[src/assert_macros.svh]
`ifndef ASSERT_MACROS_SVH
`define ASSERT_MACROS_SVH
// concurrent assertion helpers, compiled out for synthesis
`ifndef SYNTHESIS
`define ASSERT_CLK(lbl, clk, rst, prop, msg) \
  lbl: assert property (@(posedge clk) disable iff (rst) prop) else $error(msg);
`define ASSERT_ALWAYS(lbl, clk, prop, msg) \
  lbl: assert property (@(posedge clk) prop) else $error(msg);
`else
`define ASSERT_CLK(lbl, clk, rst, prop, msg)
`define ASSERT_ALWAYS(lbl, clk, prop, msg)
`endif
`endif

[src/bdlp_pkg.sv]
package bdlp_pkg;

  localparam int NUM_BUTTONS = 2;
  localparam int TIME_W      = 63;
  localparam int DBN_W       = 20;
  localparam int LONG_W      = 24;
  localparam int CFG_IDX_W   = 4;
  localparam int CFG_DATA_W  = 24;

  // register indexes
  localparam logic [CFG_IDX_W-1:0] REG_FITTED    = CFG_IDX_W'(0);
  localparam logic [CFG_IDX_W-1:0] REG_POLARITY  = CFG_IDX_W'(1);
  localparam logic [CFG_IDX_W-1:0] REG_DEBOUNCE  = CFG_IDX_W'(2);
  localparam logic [CFG_IDX_W-1:0] REG_LONGPRESS = CFG_IDX_W'(3);

  // reset values
  localparam logic [NUM_BUTTONS-1:0] FITTED_RST    = NUM_BUTTONS'(3);
  localparam logic [NUM_BUTTONS-1:0] POLARITY_RST  = NUM_BUTTONS'(0);
  localparam logic [DBN_W-1:0]       DEBOUNCE_RST  = DBN_W'(25000);
  localparam logic [LONG_W-1:0]      LONGPRESS_RST = LONG_W'(600000);

  typedef struct packed {
    logic press;
    logic long_ev;
    logic held;
  } lane_result_t;

  typedef struct packed {
    logic [NUM_BUTTONS-1:0] press_events;
    logic [NUM_BUTTONS-1:0] long_events;
    logic [NUM_BUTTONS-1:0] held_mask;
  } result_t;

endpackage

[src/bdlp_if.sv]
// poll channel
interface bdlp_poll_if;
  logic                               valid;
  logic                               ready;
  logic [bdlp_pkg::NUM_BUTTONS-1:0]   pin_levels;
  logic [bdlp_pkg::TIME_W-1:0]        now_us;

  modport source (output valid, output pin_levels, output now_us, input ready);
  modport sink   (input valid, input pin_levels, input now_us, output ready);
endinterface

// result channel
interface bdlp_result_if;
  logic                               valid;
  logic                               ready;
  logic [bdlp_pkg::NUM_BUTTONS-1:0]   press_events;
  logic [bdlp_pkg::NUM_BUTTONS-1:0]   long_events;
  logic [bdlp_pkg::NUM_BUTTONS-1:0]   held_mask;

  modport source (output valid, output press_events, output long_events,
                  output held_mask, input ready);
  modport sink   (input valid, input press_events, input long_events,
                  input held_mask, output ready);
endinterface

// register write channel
interface bdlp_cfg_if;
  logic                               valid;
  logic                               ready;
  logic [bdlp_pkg::CFG_IDX_W-1:0]     index;
  logic [bdlp_pkg::CFG_DATA_W-1:0]    data;

  modport source (output valid, output index, output data, input ready);
  modport sink   (input valid, input index, input data, output ready);
endinterface

[src/button_debounce_long_press.sv]
// channel   dir  handshake       payload
// poll_ch   in   valid / ready   pin_levels, now_us
// result_ch out  valid / ready   press_events, long_events, held_mask
// cfg_ch    in   valid / ready   index, data
//
// one poll per cycle while the result buffer has room; the result is registered
// every button has its own lane, all lanes settle a poll in the same cycle
// the worst path is one 64-bit add and compare of a stored time stamp per lane
// a two-entry result buffer lets polls keep coming while one result waits
// rst is synchronous: registers go to their reset values, lane state clears
// cfg_ch is always ready, writes to unknown indexes are dropped
module button_debounce_long_press (
  input  logic    clk,
  input  logic    rst,
  bdlp_poll_if.sink     poll_ch,
  bdlp_result_if.source result_ch,
  bdlp_cfg_if.sink      cfg_ch
);

  // configuration registers
  logic [bdlp_pkg::NUM_BUTTONS-1:0] fitted_mask;
  logic [bdlp_pkg::NUM_BUTTONS-1:0] pressed_level_mask;
  logic [bdlp_pkg::DBN_W-1:0]       debounce_us;
  logic [bdlp_pkg::LONG_W-1:0]      long_press_us;

  logic                   poll_take;
  logic                   buf_ready;
  bdlp_pkg::lane_result_t lane_res [bdlp_pkg::NUM_BUTTONS];
  bdlp_pkg::result_t      res_data;

  assign cfg_ch.ready  = 1'b1;
  assign poll_ch.ready = buf_ready;
  assign poll_take     = poll_ch.valid && buf_ready;

  // register writes
  always_ff @(posedge clk) begin
    if (rst) begin
      fitted_mask        <= bdlp_pkg::FITTED_RST;
      pressed_level_mask <= bdlp_pkg::POLARITY_RST;
      debounce_us        <= bdlp_pkg::DEBOUNCE_RST;
      long_press_us      <= bdlp_pkg::LONGPRESS_RST;
    end else if (cfg_ch.valid) begin
      unique case (cfg_ch.index)
        bdlp_pkg::REG_FITTED: begin
          fitted_mask <= cfg_ch.data[bdlp_pkg::NUM_BUTTONS-1:0];
        end
        bdlp_pkg::REG_POLARITY: begin
          pressed_level_mask <= cfg_ch.data[bdlp_pkg::NUM_BUTTONS-1:0];
        end
        bdlp_pkg::REG_DEBOUNCE: begin
          debounce_us <= cfg_ch.data[bdlp_pkg::DBN_W-1:0];
        end
        bdlp_pkg::REG_LONGPRESS: begin
          long_press_us <= cfg_ch.data[bdlp_pkg::LONG_W-1:0];
        end
        default: begin
        end
      endcase
    end
  end

  // one lane per button, debounce and long-press check side by side
  for (genvar i = 0; i < bdlp_pkg::NUM_BUTTONS; i++) begin : g_lane
    bdlp_lane u_lane (
      .clk           (clk),
      .rst           (rst),
      .take          (poll_take),
      .fitted        (fitted_mask[i]),
      .polarity      (pressed_level_mask[i]),
      .level         (poll_ch.pin_levels[i]),
      .now_us        (poll_ch.now_us),
      .debounce_us   (debounce_us),
      .long_press_us (long_press_us),
      .res           (lane_res[i])
    );
  end

  // merge lane flags into one result transaction and buffer it
  bdlp_merge u_merge (
    .clk        (clk),
    .rst        (rst),
    .push       (poll_take),
    .push_ready (buf_ready),
    .lane_res   (lane_res),
    .out_valid  (result_ch.valid),
    .out_ready  (result_ch.ready),
    .out_data   (res_data)
  );

  assign result_ch.press_events = res_data.press_events;
  assign result_ch.long_events  = res_data.long_events;
  assign result_ch.held_mask    = res_data.held_mask;

endmodule

[src/bdlp_lane.sv]
`include "assert_macros.svh"

module bdlp_lane (
  input  logic                            clk,
  input  logic                            rst,
  input  logic                            take,
  input  logic                            fitted,
  input  logic                            polarity,
  input  logic                            level,
  input  logic [bdlp_pkg::TIME_W-1:0]     now_us,
  input  logic [bdlp_pkg::DBN_W-1:0]      debounce_us,
  input  logic [bdlp_pkg::LONG_W-1:0]     long_press_us,
  output bdlp_pkg::lane_result_t          res
);

  logic                        last_raw;
  logic                        stable_state;
  logic [bdlp_pkg::TIME_W-1:0] change_time;
  logic [bdlp_pkg::TIME_W-1:0] press_time;
  logic                        long_done;

  logic pressed;
  logic changed;
  logic settle_ok;
  logic hold_ok;
  logic long_zero;
  logic accept;
  logic stable_next;
  logic long_done_next;

  assign pressed   = (level == polarity);
  assign changed   = (pressed != last_raw);
  assign long_zero = (long_press_us == '0);

  // elapsed >= threshold, elapsed clamped at zero when time runs backwards
  assign settle_ok = (debounce_us == '0) ||
                     ({1'b0, now_us} >= ({1'b0, change_time} + 64'(debounce_us)));
  assign hold_ok   = long_zero ||
                     ({1'b0, now_us} >= ({1'b0, press_time} + 64'(long_press_us)));

  assign accept         = fitted && !changed && (pressed != stable_state) && settle_ok;
  assign stable_next    = accept ? pressed : stable_state;
  assign long_done_next = (accept && pressed) ? 1'b0 : long_done;

  always_comb begin
    res.press   = accept && pressed;
    res.held    = fitted && stable_next;
    res.long_ev = fitted && stable_next && !long_done_next &&
                  ((accept && pressed) ? long_zero : hold_ok);
  end

  always_ff @(posedge clk) begin
    if (rst) begin
      last_raw     <= 1'b0;
      stable_state <= 1'b0;
      change_time  <= '0;
      press_time   <= '0;
      long_done    <= 1'b0;
    end else if (take && fitted) begin
      if (changed) begin
        last_raw    <= pressed;
        change_time <= now_us;
      end else if (accept) begin
        stable_state <= pressed;
        if (pressed) begin
          press_time <= now_us;
        end
      end
      long_done <= long_done_next || res.long_ev;
    end
  end

  `ASSERT_CLK(a_press_sets_stable, clk, rst, (take && res.press) |=> stable_state, "press without stable state")
  `ASSERT_CLK(a_long_sets_done, clk, rst, (take && res.long_ev) |=> long_done, "long event not recorded")
  `ASSERT_CLK(a_idle_keeps_state, clk, rst, !take |=> ($stable(stable_state) && $stable(last_raw)), "state moved without poll")

endmodule

[src/bdlp_merge.sv]
`include "assert_macros.svh"

module bdlp_merge (
  input  logic                    clk,
  input  logic                    rst,
  input  logic                    push,
  output logic                    push_ready,
  input  bdlp_pkg::lane_result_t  lane_res [bdlp_pkg::NUM_BUTTONS],
  output logic                    out_valid,
  input  logic                    out_ready,
  output bdlp_pkg::result_t       out_data
);

  bdlp_pkg::result_t merged;
  bdlp_pkg::result_t slot0;
  bdlp_pkg::result_t slot1;
  logic [1:0]        count;
  logic              pop;

  // gather per-lane flags into masks
  always_comb begin
    merged = '0;
    for (int i = 0; i < bdlp_pkg::NUM_BUTTONS; i++) begin
      merged.press_events[i] = lane_res[i].press;
      merged.long_events[i]  = lane_res[i].long_ev;
      merged.held_mask[i]    = lane_res[i].held;
    end
  end

  assign push_ready = (count != 2'd2);
  assign out_valid  = (count != 2'd0);
  assign out_data   = slot0;
  assign pop        = out_valid && out_ready;

  always_ff @(posedge clk) begin
    if (rst) begin
      count <= 2'd0;
    end else begin
      count <= count + 2'(push) - 2'(pop);
    end
  end

  // head plus skid slot
  always_ff @(posedge clk) begin
    if (pop) begin
      if (push && count == 2'd1) begin
        slot0 <= merged;
      end else begin
        slot0 <= slot1;
      end
    end else if (push) begin
      if (count == 2'd0) begin
        slot0 <= merged;
      end else begin
        slot1 <= merged;
      end
    end
  end

  `ASSERT_CLK(a_no_overflow, clk, rst, (count == 2'd2) |-> !push_ready, "push into full buffer")
  `ASSERT_CLK(a_fill, clk, rst, (push && !pop && count == 2'd1) |=> (count == 2'd2), "fill lost")
  `ASSERT_CLK(a_drain, clk, rst, (pop && !push) |=> (count == $past(count) - 2'd1), "drain miscounted")

endmodule
[src/flat_wrapper.sv]
// flat-port wrapper written by rule: the top's interface ports become plain ports
module button_debounce_long_press_flat 
  (clk, rst, poll_ch_valid, poll_ch_pin_levels, poll_ch_now_us, poll_ch_ready, result_ch_valid, result_ch_press_events, result_ch_long_events, result_ch_held_mask, result_ch_ready, cfg_ch_valid, cfg_ch_index, cfg_ch_data, cfg_ch_ready);
  bdlp_poll_if poll_ch_i ();
  bdlp_result_if result_ch_i ();
  bdlp_cfg_if cfg_ch_i ();
  input  logic clk;
  input  logic rst;
  input wire logic [$bits(poll_ch_i.valid)-1:0] poll_ch_valid;
  input wire logic [$bits(poll_ch_i.pin_levels)-1:0] poll_ch_pin_levels;
  input wire logic [$bits(poll_ch_i.now_us)-1:0] poll_ch_now_us;
  output wire logic [$bits(poll_ch_i.ready)-1:0] poll_ch_ready;
  output wire logic [$bits(result_ch_i.valid)-1:0] result_ch_valid;
  output wire logic [$bits(result_ch_i.press_events)-1:0] result_ch_press_events;
  output wire logic [$bits(result_ch_i.long_events)-1:0] result_ch_long_events;
  output wire logic [$bits(result_ch_i.held_mask)-1:0] result_ch_held_mask;
  input wire logic [$bits(result_ch_i.ready)-1:0] result_ch_ready;
  input wire logic [$bits(cfg_ch_i.valid)-1:0] cfg_ch_valid;
  input wire logic [$bits(cfg_ch_i.index)-1:0] cfg_ch_index;
  input wire logic [$bits(cfg_ch_i.data)-1:0] cfg_ch_data;
  output wire logic [$bits(cfg_ch_i.ready)-1:0] cfg_ch_ready;
  assign poll_ch_i.valid = poll_ch_valid;
  assign poll_ch_i.pin_levels = poll_ch_pin_levels;
  assign poll_ch_i.now_us = poll_ch_now_us;
  assign poll_ch_ready = poll_ch_i.ready;
  assign result_ch_valid = result_ch_i.valid;
  assign result_ch_press_events = result_ch_i.press_events;
  assign result_ch_long_events = result_ch_i.long_events;
  assign result_ch_held_mask = result_ch_i.held_mask;
  assign result_ch_i.ready = result_ch_ready;
  assign cfg_ch_i.valid = cfg_ch_valid;
  assign cfg_ch_i.index = cfg_ch_index;
  assign cfg_ch_i.data = cfg_ch_data;
  assign cfg_ch_ready = cfg_ch_i.ready;
  button_debounce_long_press u_core (.clk(clk), .rst(rst), .poll_ch(poll_ch_i), .result_ch(result_ch_i), .cfg_ch(cfg_ch_i));
endmodule
[config.mk]
export PLATFORM = sky130hd
export DESIGN_NAME = button_debounce_long_press_flat
export DESIGN_NICKNAME = d
export VERILOG_FILES = /design/src/bdlp_pkg.sv /design/src/bdlp_if.sv /design/src/button_debounce_long_press.sv /design/src/bdlp_lane.sv /design/src/bdlp_merge.sv /design/src/flat_wrapper.sv
export VERILOG_INCLUDE_DIRS = /design/src /design/src/src
export SDC_FILE = /design/constraint.sdc
export NUM_CORES = 1
export LEC_CHECK = 0
export BUFFER_PORTS_ARGS = -buffer_cell sky130_fd_sc_hd__buf_2
export CORE_ASPECT_RATIO = 1.5
export CORE_UTILIZATION = 35
export DETAILED_ROUTE_END_ITERATION = 16
export GPL_TIMING_DRIVEN = 0
export PLACE_DENSITY = 0.54
export SLEW_MARGIN = 10
export SYNTH_ARGS = -nofsm -noshare
export SYNTH_HDL_FRONTEND = slang
export SYNTH_SLANG_ARGS = --single-unit
export TNS_END_PERCENT = 50
[constraint.sdc]
create_clock -name clk -period 9.1 [get_ports clk]
set_input_delay 1.365 -clock clk [delete_from_list [all_inputs] [get_ports clk]]
set_output_delay 1.365 -clock clk [all_outputs]
set_load 0.1 [all_outputs]
==> results of run 1 <==
[final cells by class]
class	instances	area [µm²]	area share
multi-input cells	2535	17400	0.628
flip-flops and latches	320	6530	0.235
clock buffers	57	1180	0.0424
well taps	900	1130	0.0406
repair buffers	106	541	0.0195
plain buffers	101	494	0.0178
clock inverters	13	274	0.00987
inverters	50	188	0.00676
diodes	3	7.51	0.000270
[kinds of logic (layout without fill, tap and decap cells)]
kind of cell    count (synthesis)  count (layout)  share of synthesized area
fa+ha+maj                     348             348                      0.178
compound gates                646             646                      0.167
buf+inv                       151             327                     0.0277
xor+xnor                      240             240                     0.0853
flops                         320             320                      0.265
simple gates                 1168            1168                      0.223
other cells                     1               4                   0.000152
mux                           132             132                     0.0539
[placed cells by master (no fill, tap or decap), types with 76 or more instances in the layout]
cell type and count:
ha_1 344, clkbuf_1 83, nand4_1 76, nor2_1 246, a21oi_1 301, xnor2_1 125, nand2_1 493, mux2i_1 130
buf_2 110, dfxtp_1 308, nand3_1 103, a21o_1 90, xor2_1 115
[power by group]
group	internal, mW	switching, mW
Combinational	0.306	0.594
Sequential	1.49	0.0709
Clock	1.12	0.672
[worst min-delay path: stages, from the launching register on]
cell	delay [ns]
dfxtp_1	0.31
nand2_1	0.05
a21oi_1	0.05
[metal layers]
layer  vias up  wire (µm)  GRT usage  share of wire
met5         -          0          0              0
met4         0       3440     0.0964          0.041
met3       155       2280     0.0222          0.027
met2       386      45100      0.455           0.53
met1     10500      33800      0.255           0.40
li1      11100          -          -              -
[flip-flops by register name (all words and copies together) (netlist names)]
register                           count
u_core.g_lane.u_lane.last_raw          2
u_core.g_lane.u_lane.stable_state      2
u_core.u_merge.count                   2
u_core.long_press_us                  24
u_core.g_lane.u_lane.press_time      126
u_core.g_lane.u_lane.long_done         2
u_core.fitted_mask                     2
u_core.debounce_us                    20
u_core.u_merge.out_data                6
u_core.pressed_level_mask              2
u_core.u_merge.slot1                   6
u_core.g_lane.u_lane.change_time     126
[final timing paths]
kind | from | end | slack, ns | cells after the start
worst min-delay path | u_core.g_lane[1].u_lane.change_time[0] | u_core.g_lane[1].u_lane.change_time[0] | 0.46 | 2
worst max register to register | u_core.debounce_us[0] | u_core.g_lane[1].u_lane.press_time[4] | 1.73 | 23
worst min register to register | u_core.g_lane[1].u_lane.change_time[0] | u_core.g_lane[1].u_lane.change_time[0] | 0.46 | 2
worst max-delay path | u_core.debounce_us[0] | u_core.g_lane[1].u_lane.press_time[4] | 1.73 | 23
[per-stage QoR]
| step | hold WS (ns) | worst slack [ns] |
|---|---|---|
| after floorplan | 0.441 | 4.07 |
| after global placement | 0.448 | 1.72 |
| after detailed placement | 0.452 | 1.72 |
| after CTS | 0.461 | 1.70 |
| after global routing | 0.480 | 1.38 |
| final | 0.463 | 1.73 |
==> metrics.md, run 1 <==
| Metric | Value |
|---|---|
| Clock sink count | 320 |
| Static Leak | 11.2 nW |
| Core area | 69400 µm² |
| Worst path slowest cell | nor4_1 |
| Hold Path Class | reg2reg |
| Area contributors post-synth | dfxtp_1, ha_1, nand2_1, a21oi_1, mux2i_1 |
| Final setup fails | 0 |
| Setup TNS | 0 ns |
| Worst-path clk slew | 0.06 ns |
| Post-route insts no fill | 4085 |
| Pwr dens | 153 nW/µm² |
| Num rows | 118 |
| DP Area | 26300 µm² |
| Layout Utilization | 0.400 |
| Synthesized area per cell | 8.19 µm² |
| Critical path, cell by cell | ha_1 > inv_1 > fa_1 > nor2b_1 > o21a_1 > o21ai_1 > a211oi_2 > a21oi_1 > o31ai_2 > nor4b_4 > nand2b_1 > xor2_1 > ha_1 > nand4_1 > nor4_1 > o2111ai_1 > and4_1 > o31a_4 > nor4_2 > buf_6 > buf_6 > mux2i_1 > nor2_1 |
| H-tree levels | 2 |
| DR WL/cell | 20.7 µm |
| Placed insts | 4012 |
| Largest net degree at the start of global routing | 14 |
| Final nets | 3599 |
| Post-route cell area | 27800 µm² |
| Layout cells sized above 1 | 0.0764 |
| First-pass GRT wire length | 128 mm |
| Syn Inst Count | 3006 |
| Slowest stage delay, CP | 0.83 ns |
| Hold_buf cts | 0 |
| Fillers | 7300 |
| CTS Buf Count | 39 |
| Pins Over Slew Limit | 0 |
| Vias in the first global route | 21800 |
| Syn nets | 3452 |
| Port-buffer cells | 105 |
| Initial antenna violation count | 0 |
| Yosys reg bits | 320 |
| Final hold viol count | 0 |
| Count leader, synth | nand2_1 |
| Overflow after GRT | 0 |
| DRC errors left | 0 |
| Tot Pwr | 4.25 mW |
| Unrepaired setup endpoints after global routing | no |
| Worst relative slew slack | 0.173 |
| Via density | 5.43 |
| Crit Path Max Fanout | 10 |
| Post-CTS setup buffer count | 0 |
| Initial DRT Pass Iterations | 5 |
| Antenna-violating nets left | 0 |
| Num ports | 107 |
| Post-route clock period utilization | 0.810 |
| Warning count from the yosys run | 0 |
| Via Count | 22200 |
| CP bufs+invs | 3 |
| Unique masters post-synth | 99 |
| Post-route clock skew | 0.0206 ns |
| CTS tree | done |
| Crit path kind | reg2reg |
| Hpwl dp | 65.6 mm |
| Worst VDD drop | 0.000160 V |
| Post_cts resized | 0 |
| Number of DRC markers in iteration 0 | 1104 |
| CP top delay family | simple AND/OR/NAND/NOR gates |
| Max_cap viols | 0 |
| Area leader, netlist | dfxtp_1 |
| CTS max path bufs | 3 |
| Critical Path RT | 9.52 ns |
| Critical path startpoint category | register |
| CTS root buf | clkbuf_16 |
| Arrival time worst endpoint | 7.79 ns |
| Die height | 327 µm |
| Die width | 219 µm |
| Tmin final | 7.37 ns |
| Clock Latency Late Sink | 0.57 ns |
| Commonest cells post-synth | nand2_1, ha_1, dfxtp_1, a21oi_1, nor2_1 |
| Critical Path End Type | register |
| Synthesized area | 24600 µm² |
| Fraction of registers with async set/reset | 0 |
| Sequential area share after synthesis | 0.265 |
| Peak Freq | 0.136 GHz |
| Layout area overhead | 12.7% |
| Post-synth top area share | 0.250 |
| DRT Wirelength | 84.6 mm |
| Worst Tran Pin Value | 1.24 ns |
| Ys flop type | dfxtp_1 |
| Starting Density | 0.355 |
| Gr usage total | 0.235 |
| Die area | 71500 µm² |
| Outcome | completed |
| Post-synth EDFFs | 12 |
| GP Congestion | 0.882 |
(Power assumes the default switching activity.)
==> run 2: changes to the inputs <==
- ABC_AREA: not set -> 1
- PLACE_DENSITY: 0.54 -> 0.56
- clock period: 9.1 -> 6.7 ns (I/O delays scaled with it)
==> run 2 against run 1 <==
Net effect:
- worst hold slack got worse by 0.014 ns
- clock power rose by 18%
- highest routed layer is now met5
- total power rose by 53%
- area after synthesis rose by 4.4%
- synthesized cell count rose by 22%
- via count rose by 12%
==> metrics.md, run 2 <==
| Metric | Value |
|---|---|
| Commonest non-fill, non-tap cell in the layout | nand2_1 |
| Max_cap viols | 0 (unchanged) |
| Num ports | 107 (unchanged) |
| Initial antenna violation count | 2 (+2) |
| Ys flop type | dfxtp_1 |
| Final setup fails | 0 (unchanged) |
| Unrepaired setup endpoints after global routing | no |
| Tot Pwr | 6.50 mW (+53%) |
| Die area | 74600 µm² (+4.4%) |
| Static Leak | 11.6 nW (+3.4%) |
| Most frequent cells in the layout | nand2_1, inv_1, a21oi_1 |
| Die width | 223 µm (+2.2%) |
| Hold_buf cts | 0 (unchanged) |
| Outcome | completed |
| Initial DRT Pass Iterations | 5 (unchanged) |
| Largest net degree at the start of global routing | 13 (-1) |
| Top sig layer | met5 |
| Pins Over Slew Limit | 0 (unchanged) |
| Met3 WL | 3.01 mm (+32%) |
| Fraction of registers with async set/reset | 0 (unchanged) |
| CP top delay family | simple AND/OR/NAND/NOR gates |
| DR WL/cell | 19.4 µm (-6.2%) |
| Clock sink count | 320 (unchanged) |
| Pwr dens | 227 nW/µm² (+48%) |
| Overflow after GRT | 0 (unchanged) |
| Post_cts resized | 0 (unchanged) |
| Die height | 334 µm (+2.2%) |
| Syn Inst Count | 3672 (+22%) |
| H-tree levels | 2 (unchanged) |
| Slowest stage delay, CP | 0.40 ns (-0.43 ns) |
| Vias in the first global route | 24200 (+11%) |
| CTS tree | done |
| GP Congestion | 0.955 (+8.3%) |
| Post-route clock skew | 0.0288 ns (+0.00816 ns) |
| WL met2 | 47.6 mm (+5.6%) |
| Post-route clock period utilization | 0.868 (+0.0585) |
| Antenna-violating nets left | 0 (unchanged) |
| Synthesized area | 25700 µm² (+4.4%) |
| CP bufs+invs | 4 (+1) |
| Worst path depth | 32 (+39%) |
| Fillers | 7867 (+7.8%) |
| Gr usage total | 0.245 (+0.0101) |
| Via density | 5.23 (-3.8%) |
| Hpwl dp | 76.2 mm (+16%) |
| Synthesized area per cell | 7.00 µm² (-15%) |
| Cells on worst reg2reg path | 32 (+39%) |
| CTS Buf Count | 37 (-5.1%) |
| Commonest cells post-synth | nand2_1, inv_1, a21oi_1, nor2_1, ha_1 |
| Register area | 6530 µm² (unchanged) |
| DRT Wirelength | 92.5 mm (+9.3%) |
| Clock Latency Late Sink | 0.59 ns (+0.02 ns) |
| Final nets | 4261 (+18%) |
| Critical Path End Type | register |
| DRC errors left | 0 (unchanged) |
| Arrival time worst endpoint | 6.26 ns (-1.53 ns) |
| Post-CTS setup buffer count | 0 (unchanged) |
| Multi-input logic area | 17000 µm² (-2.4%) |
| Crit Path Max Fanout | 10 (unchanged) |
| Syn nets | 4118 (+19%) |
| Unique masters post-synth | 59 (-40%) |
| Worst-path clk slew | 0.06 ns (about the same) |
| Wl on met1 | 36.6 mm (+8.5%) |
| CP endpoint | u_core.g_lane[1].u_lane.press_time[32] |
| Via Count | 24900 (+12%) |
| Area leader, netlist | dfxtp_1 |
| Hold Path Class | reg2reg |
| Port-buffer cells | 104 (-0.95%) |
| Peak Freq | 0.172 GHz (+27%) |
| Critical path startpoint category | register |
| Post-synth EDFFs | 12 (unchanged) |
| Setup TNS | 0 ns (unchanged) |
| Largest regs | u_core.g_lane.u_lane.change_time (126), u_core.g_lane.u_lane.press_time (126), u_core.long_press_us (24) |
| Cell mode on critical path | nand2_1 |
| Crit path launch | u_core.debounce_us[0] |
| Warning count from the yosys run | 0 (unchanged) |
| Num rows | 121 (+2.5%) |
| Worst relative slew slack | 0.0862 (-0.0867) |
| Post-synth top area share | 0.240 (-0.0105) |
| Worst VDD drop | 0.000168 V (+4.8%) |
| Final hold viol count | 0 (unchanged) |
| Fin Hold WS | 0.449 ns (-0.0136 ns) |
| Area contributors post-synth | dfxtp_1, ha_1, a21oi_1, nand2_1, xor2_1 |
| First-pass GRT wire length | 140 mm (+9.4%) |
| Sequential area share after synthesis | 0.254 (-0.0112) |
| Layout cells sized above 1 | 0.0664 (-0.00998) |
| Number of DRC markers in iteration 0 | 1430 (+30%) |
| CTS max path bufs | 3 (unchanged) |
| CTS root buf | clkbuf_16 |
| R2r endpoint | u_core.g_lane[1].u_lane.press_time[32] |
| R2R setup slack | 0.88 ns (-0.85 ns) |
| Tmin final | 5.82 ns (-1.55 ns) |
| R2R Path Start | u_core.debounce_us[0] |
| Count leader, synth | nand2_1 |
| Yosys reg bits | 320 (unchanged) |
| Core area | 72700 µm² (+4.7%) |
| Starting Density | 0.354 (-0.00112) |
| Worst Tran Pin Value | 1.37 ns (+0.133 ns) |
| Worst path slowest cell | dfxtp_1 |
| Crit path kind | reg2reg |
| Critical Path RT | 7.15 ns (-2.37 ns) |
| Layout area overhead | 11.2% |
run 2: changes by cell type in the layout (fill, tap and decap cells not counted), sizes merged, moves of 87 or more:
cell   before  now
nor3       34  121
mux2i     130    0
nor2      253  408
inv        50  473
a21oi     302  446
o21ai      77  355
run 2: routing by layer:
layer  GRT usage  up-vias
met3      0.0246      203
li1            -    12700
met1       0.269    11400
met5           0        -
met2       0.460      566
met4       0.130        4
run 2: worst min-delay path by stage:
stage	to	startpoint	cells past startpoint
3_5_place_dp	u_core.g_lane[0].u_lane.press_time[19]	u_core.g_lane[0].u_lane.press_time[19]	2
4_1_cts	u_core.g_lane[0].u_lane.press_time[3]	u_core.g_lane[0].u_lane.press_time[3]	2
6_report	u_core.g_lane[0].u_lane.press_time[3]	u_core.g_lane[0].u_lane.press_time[3]	2
3_3_place_gp	u_core.g_lane[0].u_lane.press_time[19]	u_core.g_lane[0].u_lane.press_time[19]	2
2_1_floorplan	u_core.g_lane[0].u_lane.press_time[0]	u_core.g_lane[0].u_lane.press_time[0]	2
5_1_grt	u_core.g_lane[0].u_lane.press_time[13]	u_core.g_lane[0].u_lane.press_time[13]	2
run 2: kinds of logic (layout without fill, tap and decap cells):
logic type      count (synthesis)  after routing  synth area share
other cells                     1              2          0.000146
flops                         320            320             0.254
compound gates                901            901             0.188
fa+ha+maj                     348            348             0.171
xor+xnor                      247            247            0.0841
simple gates                 1287           1287             0.219
buf+inv                       568            737            0.0849
run 2: final cells by class:
| type | count | share of cell area |
|---|---|---|
| inverters | 474 | 0.0622 |
| flip-flops and latches | 320 | 0.228 |
| multi-input cells | 2784 | 0.594 |
| repair buffers | 104 | 0.0182 |
| clock buffers | 49 | 0.0368 |
| diodes | 1 | 0.0000875 |
| well taps | 922 | 0.0403 |
| plain buffers | 94 | 0.0141 |
| clock inverters | 16 | 0.00564 |
run 2: report_power, final:
part	internal (mW)	switching (mW)
clock	1.22	0.903
sequential	2.14	0.175
combinational	0.663	1.40
total	4.03	2.47
run 2: metrics by stage:
stage | setup WS, ns | cells | util | area, µm²
CTS | 0.814 | 4763 | 0.394 | 28600
finish | 0.884 | 4764 | 0.394 | 28600
global route | 0.439 | 4763 | 0.394 | 28600
floorplan | 2.40 | 3672 | - | 25700
detailed placement | 0.826 | 4698 | 0.377 | 27400
global placement | 0.856 | 4698 | 0.377 | 27400
run 2: worst reg2reg max path, delay by kind of cell (launching register included):
family | cells | cell delay [ns]
buf+inv | 4 | 0.75
fa+ha+maj | 3 | 0.79
flops | 1 | 0.40
compound gates | 7 | 1.16
xor+xnor | 1 | 0.17
simple gates | 17 | 2.43
==> run 3: changes to the inputs <==
- BUFFER_PORTS_ARGS: -buffer_cell sky130_fd_sc_hd__buf_2 -> -buffer_cell sky130_fd_sc_hd__clkbuf_2
==> run 3 against run 2 <==
Net effect:
- sequential cell count did not move
- core utilization rose by 0.059 points
- sequential share of layout area barely moved
- register-to-register slack got worse by 0.05 ns
- largest cell class unchanged
- critical path depth did not move
==> metrics.md, run 3 (synthesis gave the netlist of run 2 again) <==
| Metric | Value |
|---|---|
| Outcome | completed |
| Overflow after GRT | 0 (unchanged) |
| Hold_buf cts | 0 (unchanged) |
| Number of DRC markers in iteration 0 | 1357 (-5.1%) |
| Crit path kind | reg2reg |
| Hold Crit Depth | 2 (unchanged) |
| Cell mode on critical path | nand2_1 |
| Pins Over Slew Limit | 0 (unchanged) |
| CTS root buf | clkbuf_16 |
| Critical Path End Type | register |
| Initial antenna violation count | 2 (unchanged) |
| Layout area overhead | 11.4% |
| Largest net degree at the start of global routing | 15 (+2) |
| Largest regs | u_core.g_lane.u_lane.change_time (126), u_core.g_lane.u_lane.press_time (126), u_core.long_press_us (24) |
| Hold Path Class | reg2reg |
| H-tree levels | 2 (unchanged) |
| Port-buffer cells | 104 (unchanged) |
| DRC errors left | 0 (unchanged) |
| GP Congestion | 0.973 (+1.8%) |
| Hold Path End | u_core.g_lane[0].u_lane.press_time[12] |
| Post-route clock period utilization | 0.875 (+0.00682) |
| Final nets | 4261 (unchanged) |
| Worst Tran Pin Value | 1.31 ns (-0.0652 ns) |
| Vias in the first global route | 24300 (+0.078%) |
| Unrepaired setup endpoints after global routing | no |
| Num rows | 121 (unchanged) |
| Post_cts resized | 0 (unchanged) |
| Setup TNS | 0 ns (unchanged) |
| Slowest stage delay, CP | 0.42 ns (+0.02 ns) |
| DRT Wirelength | 92.4 mm (-0.17%) |
| Gr usage total | 0.246 (+0.000835) |
| Worst relative slew slack | 0.130 (+0.0435) |
| Worst path slowest cell | fa_1 |
| CTS tree | done |
| CTS Buf Count | 37 (unchanged) |
| Cells on worst reg2reg path | 32 (unchanged) |
| Final setup fails | 0 (unchanged) |
| Post-CTS setup buffer count | 0 (unchanged) |
| Clock Latency Late Sink | 0.57 ns (-0.02 ns) |
| Worst VDD drop | 0.000171 V (+1.4%) |
| Die area | 74600 µm² (unchanged) |
| Via density | 5.25 (+0.40%) |
| Die width | 223 µm (unchanged) |
| Layout cells sized above 1 | 0.0672 (+0.000799) |
| Multi-input logic area | 17000 µm² (unchanged) |
| Die height | 334 µm (unchanged) |
| Most frequent cells in the layout | nand2_1, inv_1, a21oi_1 |
| Peak Freq | 0.171 GHz (-0.78%) |
| Tmin final | 5.86 ns (+0.0457 ns) |
| Pwr dens | 230 nW/µm² (+1.2%) |
| Worst-path clk slew | 0.06 ns (about the same) |
| R2R Path Start | u_core.debounce_us[0] |
| Critical path startpoint category | register |
| Post-route clock skew | 0.0215 ns (-0.00730 ns) |
| Antenna-violating nets left | 0 (unchanged) |
| R2R setup slack | 0.84 ns (-0.05 ns) |
| Clock sink count | 320 (unchanged) |
| R2r endpoint | u_core.g_lane[1].u_lane.press_time[34] |
| Num ports | 107 (unchanged) |
| Hold wc startpoint | u_core.g_lane[0].u_lane.press_time[12] |
| Max_cap viols | 0 (unchanged) |
| Core area | 72700 µm² (unchanged) |
| First-pass GRT wire length | 140 mm (+0.21%) |
| Final hold viol count | 0 (unchanged) |
| Static Leak | 11.6 nW (+0.31%) |
| Crit Path Max Fanout | 10 (unchanged) |
| Initial DRT Pass Iterations | 6 (+1) |
| Hpwl dp | 76.0 mm (-0.33%) |
| Tot Pwr | 6.59 mW (+1.3%) |
| Fillers | 7879 (+0.15%) |
| Register area | 6530 µm² (unchanged) |
| Starting Density | 0.354 (unchanged) |
| Arrival time worst endpoint | 6.30 ns (+0.04 ns) |
| DR WL/cell | 19.4 µm (-0.17%) |
| Critical Path RT | 7.14 ns (about the same) |
| CTS max path bufs | 3 (unchanged) |
| Via Count | 25000 (+0.40%) |
| Commonest non-fill, non-tap cell in the layout | nand2_1 |
==> run 3: changes by cell type in the layout (fill, tap and decap cells not counted), sizes merged <==
cell,before,now
buf,130,26
clkbuf,117,216
bufinv,3,6
clkinv,12,11
clkinvlp,2,3
diode,1,2
inv,473,474
==> run 3: layer usage <==
layer	part of all wire	up-vias	global-route usage	routed length, µm
met1	0.39	11400	0.269	36100
met2	0.51	640	0.454	46700
met4	0.065	4	0.145	5960
met3	0.038	227	0.0259	3520
met5	0.00026	-	0	24
li1	-	12700	-	-
==> run 3: worst max-delay path by stage <==
stage | from | cells past startpoint | slack [ns] | to
global placement | u_core.debounce_us[0] | 32 | 0.82 | u_core.g_lane[1].u_lane.press_time[34]
floorplan | u_core.debounce_us[0] | 34 | 2.40 | u_core.u_merge.out_data[3]
finish | u_core.debounce_us[0] | 32 | 0.84 | u_core.g_lane[1].u_lane.press_time[34]
CTS | u_core.debounce_us[0] | 32 | 0.79 | u_core.g_lane[1].u_lane.press_time[34]
global route | u_core.debounce_us[0] | 32 | 0.41 | u_core.g_lane[1].u_lane.press_time[41]
detailed placement | u_core.debounce_us[0] | 32 | 0.81 | u_core.g_lane[1].u_lane.press_time[34]
==> run 3: final cells by class <==
class	instances	share of cell area
antenna	2	0.000175
buffer	94	0.0141
clock buffer	44	0.0343
clock inverter	20	0.00952
inverter	474	0.0621
multi-input combinational	2784	0.594
sequential	320	0.228
tap	922	0.0403
timing repair buffer	104	0.0182
==> run 3: through the flow <==
stage | cells | cell area, µm² | worst slack [ns] | hold slack, ns | util
CTS | 4762 | 28600 | 0.794 | 0.453 | 0.394
detailed placement | 4698 | 27400 | 0.813 | 0.443 | 0.377
finish | 4764 | 28600 | 0.838 | 0.452 | 0.394
global route | 4762 | 28600 | 0.409 | 0.470 | 0.394
global placement | 4698 | 27400 | 0.821 | 0.438 | 0.377
floorplan | 3672 | 25700 | 2.40 | 0.427 | -
==> run 3: worst max-delay path, delay by kind of cell, from the launching register on <==
family,cells,cell delay (ns)
simple gates,17,2.42
buf+inv,4,0.75
fa+ha+maj,3,0.81
xor+xnor,1,0.15
compound gates,7,1.15
flops,1,0.40
==> run 3: power breakdown <==
group,total [mW],internal (mW),switching [mW]
logic,2.06,0.662,1.40
clock network,2.21,1.28,0.927
registers,2.32,2.14,0.175
